==> config.mk <==
export PLATFORM = sky130hd
export DESIGN_NAME = aarch64_reloc_patch
export DESIGN_NICKNAME = d
export VERILOG_FILES = /design/src/rtl/core/arp_pkg.sv /design/src/rtl/core/arp_decode.sv /design/src/rtl/core/arp_sub.sv /design/src/rtl/core/arp_patch.sv /design/src/rtl/core/aarch64_reloc_patch.sv
export SDC_FILE = /design/constraint.sdc
export NUM_CORES = 1
export LEC_CHECK = 0
export BUFFER_PORTS_ARGS = -buffer_cell sky130_fd_sc_hd__buf_2
export CORE_MARGIN = 2
export CORE_UTILIZATION = 55
export CTS_BUF_LIST = sky130_fd_sc_hd__clkbuf_4
export CTS_CLUSTER_SIZE = 28
export DETAILED_ROUTE_END_ITERATION = 8
export PLACE_DENSITY_LB_ADDON = 0.08
export SLEW_MARGIN = 20
export SYNTH_ARGS = -nofsm -noshare
export SYNTH_HDL_FRONTEND = slang
export SYNTH_SLANG_ARGS = --single-unit
==> constraint.sdc <==
create_clock -name clk -period 13.1 [get_ports clk]
set_input_delay 1.31 -clock clk [delete_from_list [all_inputs] [get_ports clk]]
set_output_delay 1.31 -clock clk [all_outputs]
set_load 0.02 [all_outputs]
==> src/rtl/core/arp_pkg.sv <==
// Shared types and codes for the AArch64 relocation patcher.
// Used by every stage module and by the top level; no dependencies.
package arp_pkg;

  localparam logic [31:0] R_PAGE_HI21 = 32'd275;
  localparam logic [31:0] R_ADD_LO12  = 32'd277;
  localparam logic [31:0] R_CALL26    = 32'd283;

  localparam logic [1:0] KIND_NONE = 2'd0;
  localparam logic [1:0] KIND_CALL = 2'd1;
  localparam logic [1:0] KIND_PAGE = 2'd2;
  localparam logic [1:0] KIND_LO12 = 2'd3;

  localparam logic [2:0] ST_OK        = 3'd0;
  localparam logic [2:0] ST_BR_ALIGN  = 3'd1;
  localparam logic [2:0] ST_BR_RANGE  = 3'd2;
  localparam logic [2:0] ST_PG_RANGE  = 3'd3;
  localparam logic [2:0] ST_LO12_FAIL = 3'd4;

  localparam logic [31:0] BR_KEEP_MASK = 32'hfc00_0000;
  localparam logic [4:0]  ADD_IMM_OPC  = 5'b10001;

  typedef struct packed {
    logic        valid;
    logic [1:0]  kind;
    logic [31:0] word;
    logic [63:0] op_a;
    logic [63:0] op_b;
    logic [11:0] lo12;
  } dec_t;

  typedef struct packed {
    logic        valid;
    logic [1:0]  kind;
    logic [31:0] word;
    logic [63:0] diff;
    logic [11:0] lo12;
  } sub_t;

endpackage

==> src/rtl/core/arp_decode.sv <==
// Stage 1: classify the relocation type and select subtract operands.
// Depends on arp_pkg.
module arp_decode
  import arp_pkg::*;
(
  input  logic        clk,
  input  logic        rst_n,
  input  logic        adv,
  input  logic        in_valid,
  input  logic [31:0] in_action,
  input  logic [31:0] in_instr_word,
  input  logic [63:0] in_place_addr,
  input  logic [63:0] in_target_addr,
  output dec_t        dec
);

  dec_t dec_r;
  dec_t dec_nxt;

  always_comb begin
    dec_nxt       = dec_r;
    dec_nxt.valid = in_valid;
    dec_nxt.word  = in_instr_word;
    dec_nxt.lo12  = in_target_addr[11:0];
    dec_nxt.op_a  = in_target_addr;
    dec_nxt.op_b  = in_place_addr;
    case (in_action)
      R_CALL26: begin
        dec_nxt.kind = KIND_CALL;
      end
      R_PAGE_HI21: begin
        dec_nxt.kind = KIND_PAGE;
        dec_nxt.op_a = {in_target_addr[63:12], 12'h000};
        dec_nxt.op_b = {in_place_addr[63:12], 12'h000};
      end
      R_ADD_LO12: begin
        dec_nxt.kind = KIND_LO12;
      end
      default: begin
        dec_nxt.kind = KIND_NONE;
      end
    endcase
  end

  always_ff @(posedge clk) begin
    if (!rst_n) begin
      dec_r.valid <= 1'b0;
    end else if (adv) begin
      dec_r <= dec_nxt;
    end
  end

  assign dec = dec_r;

endmodule

==> src/rtl/core/arp_sub.sv <==
// Stage 2: form the 64-bit place-relative difference.
// Depends on arp_pkg.
module arp_sub
  import arp_pkg::*;
(
  input  logic clk,
  input  logic rst_n,
  input  logic adv,
  input  dec_t dec,
  output sub_t sub
);

  sub_t sub_r;
  sub_t sub_nxt;

  always_comb begin
    sub_nxt.valid = dec.valid;
    sub_nxt.kind  = dec.kind;
    sub_nxt.word  = dec.word;
    sub_nxt.lo12  = dec.lo12;
    sub_nxt.diff  = dec.op_a - dec.op_b;
  end

  always_ff @(posedge clk) begin
    if (!rst_n) begin
      sub_r.valid <= 1'b0;
    end else if (adv) begin
      sub_r <= sub_nxt;
    end
  end

  assign sub = sub_r;

endmodule

==> src/rtl/core/arp_patch.sv <==
// Stage 3: range and alignment checks, immediate insertion, output register.
// Depends on arp_pkg.
module arp_patch
  import arp_pkg::*;
(
  input  logic        clk,
  input  logic        rst_n,
  input  logic        adv,
  input  sub_t        sub,
  output logic        out_valid,
  output logic [31:0] out_patched_word,
  output logic [2:0]  out_status
);

  logic        valid_r;
  logic [31:0] word_r;
  logic [31:0] word_nxt;
  logic [2:0]  status_r;
  logic [2:0]  status_nxt;
  logic        br_fits;
  logic        pg_fits;
  logic        is_add;
  logic [11:0] imm12;

  assign br_fits = (&sub.diff[63:27]) | ~(|sub.diff[63:27]);
  assign pg_fits = (&sub.diff[63:32]) | ~(|sub.diff[63:32]);
  assign is_add  = (sub.word[28:24] == ADD_IMM_OPC);
  assign imm12   = is_add ? sub.lo12 : {2'b00, sub.lo12[11:2]};

  always_comb begin
    word_nxt   = sub.word;
    status_nxt = ST_LO12_FAIL;
    case (sub.kind)
      KIND_CALL: begin
        if (sub.diff[1:0] != 2'b00) begin
          status_nxt = ST_BR_ALIGN;
        end else if (!br_fits) begin
          status_nxt = ST_BR_RANGE;
        end else begin
          status_nxt = ST_OK;
          word_nxt   = (sub.word & BR_KEEP_MASK) | {6'b0, sub.diff[27:2]};
        end
      end
      KIND_PAGE: begin
        if (!pg_fits) begin
          status_nxt = ST_PG_RANGE;
        end else begin
          status_nxt = ST_OK;
          word_nxt   = {sub.word[31], sub.diff[13:12], sub.word[28:24],
                        sub.diff[32:14], sub.word[4:0]};
        end
      end
      KIND_LO12: begin
        if (!is_add && (sub.lo12[1:0] != 2'b00)) begin
          status_nxt = ST_LO12_FAIL;
        end else begin
          status_nxt = ST_OK;
          word_nxt   = {sub.word[31:22], imm12, sub.word[9:0]};
        end
      end
      default: begin
        status_nxt = ST_LO12_FAIL;
      end
    endcase
  end

  always_ff @(posedge clk) begin
    if (!rst_n) begin
      valid_r <= 1'b0;
    end else if (adv) begin
      valid_r  <= sub.valid;
      word_r   <= word_nxt;
      status_r <= status_nxt;
    end
  end

  assign out_valid        = valid_r;
  assign out_patched_word = word_r;
  assign out_status       = status_r;

endmodule

==> src/rtl/core/aarch64_reloc_patch.sv <==
// Channel | ports                                             | direction
// in      | in_valid in_stall in_action in_instr_word        | into block
//         | in_place_addr in_target_addr                      |
// out     | out_valid out_stall out_patched_word out_status   | out of block
// Three register stages (decode, 64-bit subtract, check and patch): one word
// per cycle unless the output stalls; a word passes the three registers in order.
// Each stage fills when empty, so in_stall rises only with all three full.
// rst_n is synchronous and clears the stage valid bits only.
// Top level; depends on arp_pkg, arp_decode, arp_sub and arp_patch.
module aarch64_reloc_patch
  import arp_pkg::*;
(
  input  logic        clk,
  input  logic        rst_n,
  input  logic        in_valid,
  output logic        in_stall,
  input  logic [31:0] in_action,
  input  logic [31:0] in_instr_word,
  input  logic [63:0] in_place_addr,
  input  logic [63:0] in_target_addr,
  output logic        out_valid,
  input  logic        out_stall,
  output logic [31:0] out_patched_word,
  output logic [2:0]  out_status
);

  dec_t dec;
  sub_t sub;
  logic adv1;
  logic adv2;
  logic adv3;

  assign adv3     = !out_valid || !out_stall;
  assign adv2     = !sub.valid || adv3;
  assign adv1     = !dec.valid || adv2;
  assign in_stall = !adv1;

  arp_decode u_decode (
    .clk            (clk),
    .rst_n          (rst_n),
    .adv            (adv1),
    .in_valid       (in_valid),
    .in_action      (in_action),
    .in_instr_word  (in_instr_word),
    .in_place_addr  (in_place_addr),
    .in_target_addr (in_target_addr),
    .dec            (dec)
  );

  arp_sub u_sub (
    .clk   (clk),
    .rst_n (rst_n),
    .adv   (adv2),
    .dec   (dec),
    .sub   (sub)
  );

  arp_patch u_patch (
    .clk              (clk),
    .rst_n            (rst_n),
    .adv              (adv3),
    .sub              (sub),
    .out_valid        (out_valid),
    .out_patched_word (out_patched_word),
    .out_status       (out_status)
  );

`ifndef SYNTH
  a_stall_full: assert property (@(posedge clk) disable iff (!rst_n)
    in_stall |-> (dec.valid && sub.valid && out_valid && out_stall))
    else $error("input stalled with a free stage");

  a_fill_out: assert property (@(posedge clk) disable iff (!rst_n)
    (sub.valid && adv3) |=> out_valid)
    else $error("word lost between subtract and patch stages");

  a_status_code: assert property (@(posedge clk) disable iff (!rst_n)
    out_valid |-> (out_status == ST_OK || out_status == ST_BR_ALIGN ||
                   out_status == ST_BR_RANGE || out_status == ST_PG_RANGE ||
                   out_status == ST_LO12_FAIL))
    else $error("undefined status code");

  a_reset_empty: assert property (@(posedge clk)
    !rst_n |=> (!out_valid && !dec.valid && !sub.valid))
    else $error("pipeline not empty after reset");
`endif

endmodule
# Word-level counts from Yosys, hierarchy flattened
# Cells that the tools add are included.
# op_classes
addsub,1
n_eq_ne,7
muxes,12
n_bitwise,5
reduce_logical,19
# op_table
cell,n
32-bit by 9-bit == test with 1-bit output (second input constant),3
32-bit case mux with 3 select lines,1
32-bit 2-to-1 mux,2
64-bit subtractor,1
37-bit AND reduction,1
37-bit OR reduction,1
32-bit by 26-bit OR with 32-bit output,1
32-bit AND reduction,1
32-bit OR reduction,1
31-bit 2-to-1 mux,1
22-bit 2-to-1 mux,1
12-bit 2-to-1 mux,1
3-bit case mux with 3 select lines,1
1-bit zero test,6
3-bit 2-to-1 mux,2
2-bit case mux with 3 select lines,1
2-bit AND reduction,3
5-bit == test (second input constant),1
2-bit == test (second input constant),2
2-bit 2-to-1 mux,2
2-bit nonzero test,2
1-bit logical OR,3
2-bit by 1-bit == test with 1-bit output (second input constant),1
1-bit NOT,2
2 further kinds,3
# totals
register_bits,322
input_bits,196
out_inout_bits,37
wordCells,60

# Longest topological paths before layout
# depth
word_depth,6
depth_mapped,12

# Cells and area by module
# From an unflattened synthesis, not the netlist that was laid out.
# unflattened
cells_unflattened,1212
area_unflattened_um2,15285.9
# modules_own_cells
module,n_inst,cells_per_inst,area_per_inst_um2
arp_sub,1,737,7273.2
arp_decode,1,254,5733.0
arp_patch,1,217,2255.9
aarch64_reloc_patch,1,4,23.8

# Least setup slack after synthesis
# No wires, ideal clock.
# synth_timing
path_kind,input-to-reg
from,input out_stall
to,"register u_decode.dec_r, in the netlist u_decode.dec[0] (enable)"
setup_ns,0.727
arrival_time_ns,9.369
required_ns,12.373
setup_slack_ns,3.004
stages,3
n_path_buf,0
cell_sequence,and3_1 > and2_1 > nor2b_1
# synth_via
elab_chain_len,5
# synth_rtl
item,line,text
"start, declared",aarch64_reloc_patch.sv:22,"input logic out_stall,"
1-bit zero test,aarch64_reloc_patch.sv:33,assign adv3 = !out_valid || !out_stall;
1-bit logical OR,aarch64_reloc_patch.sv:33,
1-bit logical OR,aarch64_reloc_patch.sv:34,assign adv2 = !sub.valid || adv3;
1-bit logical OR,aarch64_reloc_patch.sv:35,assign adv1 = !dec.valid || adv2;
2-bit AND reduction (no source line),--,
"end signal, assigned",arp_decode.sv:49,dec_r <= dec_nxt;
"end, declared",arp_decode.sv:17,dec_t dec_r;
# Every way passes these cells.
# A chain may end at the register's enable or synchronous reset.

==> impl_results.md <==
* CTS Buf Count at 82
* Initial antenna violation count at 1
* Final hold viol count at 0
* H-tree depth at 3
* Clock period minus worst slack at between 3 and 4 ns
* Syn_nets at 1449
* TritonCTS clock tree: done
* Setup repair bufs after CTS at 0
* Final antenna-violating net count at 0
* Crit. Startpoint: u_decode.dec[12]$_SDFFCE_PP0P_
* Pins Over Slew Limit at 0
* Primary FF master, synth: edfxtp_1
* Longest Clk Path Bufs at 3
* Post-DP HPWL at 23.3 mm
* Req. time, crit path at 13.63 ns
* Max Freq at between 0.2 and 0.3 GHz
* Die ar. at between 20000 and 30000 µm²
* # IOs at between 200 and 250
* CTS Sinks at approximately 320
* Crit path DAT at 4.13 ns
* Cts hold-fix bufs at 0
* Critical path type: reg2reg
* Leak pwr at 0.00726 µW
* Clock transition at the registers of the reported paths at ~0.07 ns
* First-pass GRT wire length at ~50 mm
* Final wirelength at roughly 32 mm
* Initial Utilization at between 50% and 60%
* Routed wire length per instance at between 15 and 20 µm
* Worst slew pin tran at around 1.0 ns
* Ys Warns at 0
* Outcome: completed
* Drt first pass iters at 5
* Share of layout cells above drive strength 1 at about a quarter
* List of most frequent post-synthesis cells: edfxtp_1, nand2_1, inv_1
* RSZ-0062 raised after global routing: no
* Vias per inst at around 5.5
* Largest net degree at the start of global routing at 175
* Largest area contributor in the netlist: edfxtp_1
* Synthesis-to-layout area growth at 16.7%
* Crit end category: flip-flop
* Post-Syn Instances at approximately 1200
* Post-Syn Area at roughly 15000 µm²
* IO Port Bufs at 232
* Die width at 170 µm
* Worst min-delay path startpoint: u_decode.dec[6]$_DFFE_PP_
* Synth area leaders: edfxtp_1, ha_1, nand2_1, a21oi_1, inv_1
* Max-cap violations at 0
* Async SR Flop Fraction at 0%
* Fin nets at 1722
* Top-count cell post-synth: edfxtp_1
* # rows at 60
* Post-route clock skew at 0.0462 ns
* TNS Setup at 0 ns
* Sequential cell area fraction in the yosys report at 63.7%
* Worst-path maximum fanout at 3
* Hold crit path type: reg2reg
* Syn Area/Cell at between 10 and 15 µm²
* Overall Power at between 2000 and 3000 µW
* Die span in y at around 170 µm
* Skew-Pair Late Insertion Delay at roughly 0.7 ns
* Residual DRC count at 0
* Number of flops mapped to enable cells by yosys at about 320
* Total number of vias at 10321
* Pwr Density at 147 nW/µm²
* Core area at roughly 27000 µm²
* Setup violations, final at 0
* Root Buffer: clkbuf_4
* Vias in the first global route at slightly below 10000
* Worst vdd ir at 0.0820 mV
* Final period util at roughly 28%
* Distinct cells, synth at between 70 and 80
* WHS at about 0.4 ns
* Worst relative slew slack at roughly 33%
* Yosys reg bits at between 300 and 400
* Top-area cell type share of the netlist area at between 60% and 70%
* Final Wtd Congestion at about 0.87
* Launch point of the worst reg-to-reg path: u_decode.dec[12]$_SDFFCE_PP0P_
* DRT iter0 DRCs at approximately 740
* CP Launch Type: flip-flop
* Tot GR Track Use at between 20% and 30%
* Gr ovfl total at 0
* Post-CTS resize count at 0
-- cells by family (layout without fill, tap and decap cells) --
group	Yosys count	count (layout)	synth area share, %
compound gates	280	280	12.2
fa+ha+maj	64	64	5.34
other cells	0	1	0
mux	20	20	1.40
buf+inv	139	473	3.67
xor+xnor	60	60	3.47
simple gates	304	304	10.3
flops	322	322	63.7
-- cells in the final DEF (no fill, tap or decap), types with 15 or more instances in the layout --
| master | instances |
|---|---|
| a21o_1 | 32 |
| a21oi_1 | 76 |
| buf_2 | 232 |
| clkbuf_4 | 119 |
| clkinv_1 | 17 |
| edfxtp_1 | 319 |
| ha_1 | 63 |
| inv_1 | 91 |
| nand2_1 | 104 |
| nand3_1 | 15 |
| nand4_1 | 31 |
| nor2_1 | 44 |
| nor2b_1 | 30 |
| nor4_1 | 18 |
| o21ai_0 | 53 |
| o21ai_1 | 16 |
| xnor2_1 | 38 |
| xor2_1 | 22 |
-- sequential cells by signal (all words and copies together) (netlist names) --
signal                    cells
u_decode.dec                175
u_sub.sub                   111
u_patch.out_valid             1
u_patch.out_status            3
u_patch.out_patched_word     32
-- area by class of cell --
class / instances / area [µm²]
timing repair buffer: 237 / 1220
sequential: 322 / 9640
fill: 2143 / 9350
tap: 341 / 427
clock buffer: 119 / 893
multi-input combinational: 728 / 4980
antenna: 1 / 2.50
inverter: 91 / 342
clock inverter: 26 / 165
-- path summary, 6_finish.rpt --
check                                               end  slack, ns  cells past startpoint
worst max-delay path            u_sub.sub[72]$_DFFE_PP_       9.50                     11
worst min-delay path             u_sub.sub[6]$_DFFE_PP_       0.39                      0
worst max register to register  u_sub.sub[72]$_DFFE_PP_       9.50                     11
worst min register to register   u_sub.sub[6]$_DFFE_PP_       0.39                      0
-- stage by stage --
step	setup slack [ns]	cells	cell area (µm²)	util (%)
4_1_cts	9.47	1863	17600	65.3
6_report	9.50	1865	17700	65.4
5_1_grt	9.28	1865	17700	65.4
2_1_floorplan	3.00	1189	15100	-
3_5_place_dp	9.25	1718	16600	61.4
3_3_place_gp	9.34	1718	16600	61.4
-- where the power goes --
group	switching [µW]	internal, µW
registers	46.1	1270
clock network	394	457
logic	263	168
total	703	1890
-- worst max-delay path, cell delays in order, from the launching register on --
cell	delay (ns)
edfxtp_1	0.36
ha_1	0.24
fa_1	0.43
nand2b_1	0.21
a211oi_2	0.36
o21ai_0	0.20
a211oi_1	0.43
o21ai_0	0.28
a211oi_1	0.42
o31ai_1	0.15
o21ai_1	0.16
xor2_1	0.19
-- layer usage --
layer | wire (µm) | vias to the layer above | GRT usage [%]
met5 | 0 | - | 0
li1 | - | 5064 | -
met3 | 2270 | 57 | 4.47
met4 | 853 | 0 | 9.18
met2 | 14300 | 383 | 33.7
met1 | 15000 | 4817 | 32.7
No activity file was read; power rests on OpenSTA's default activity.
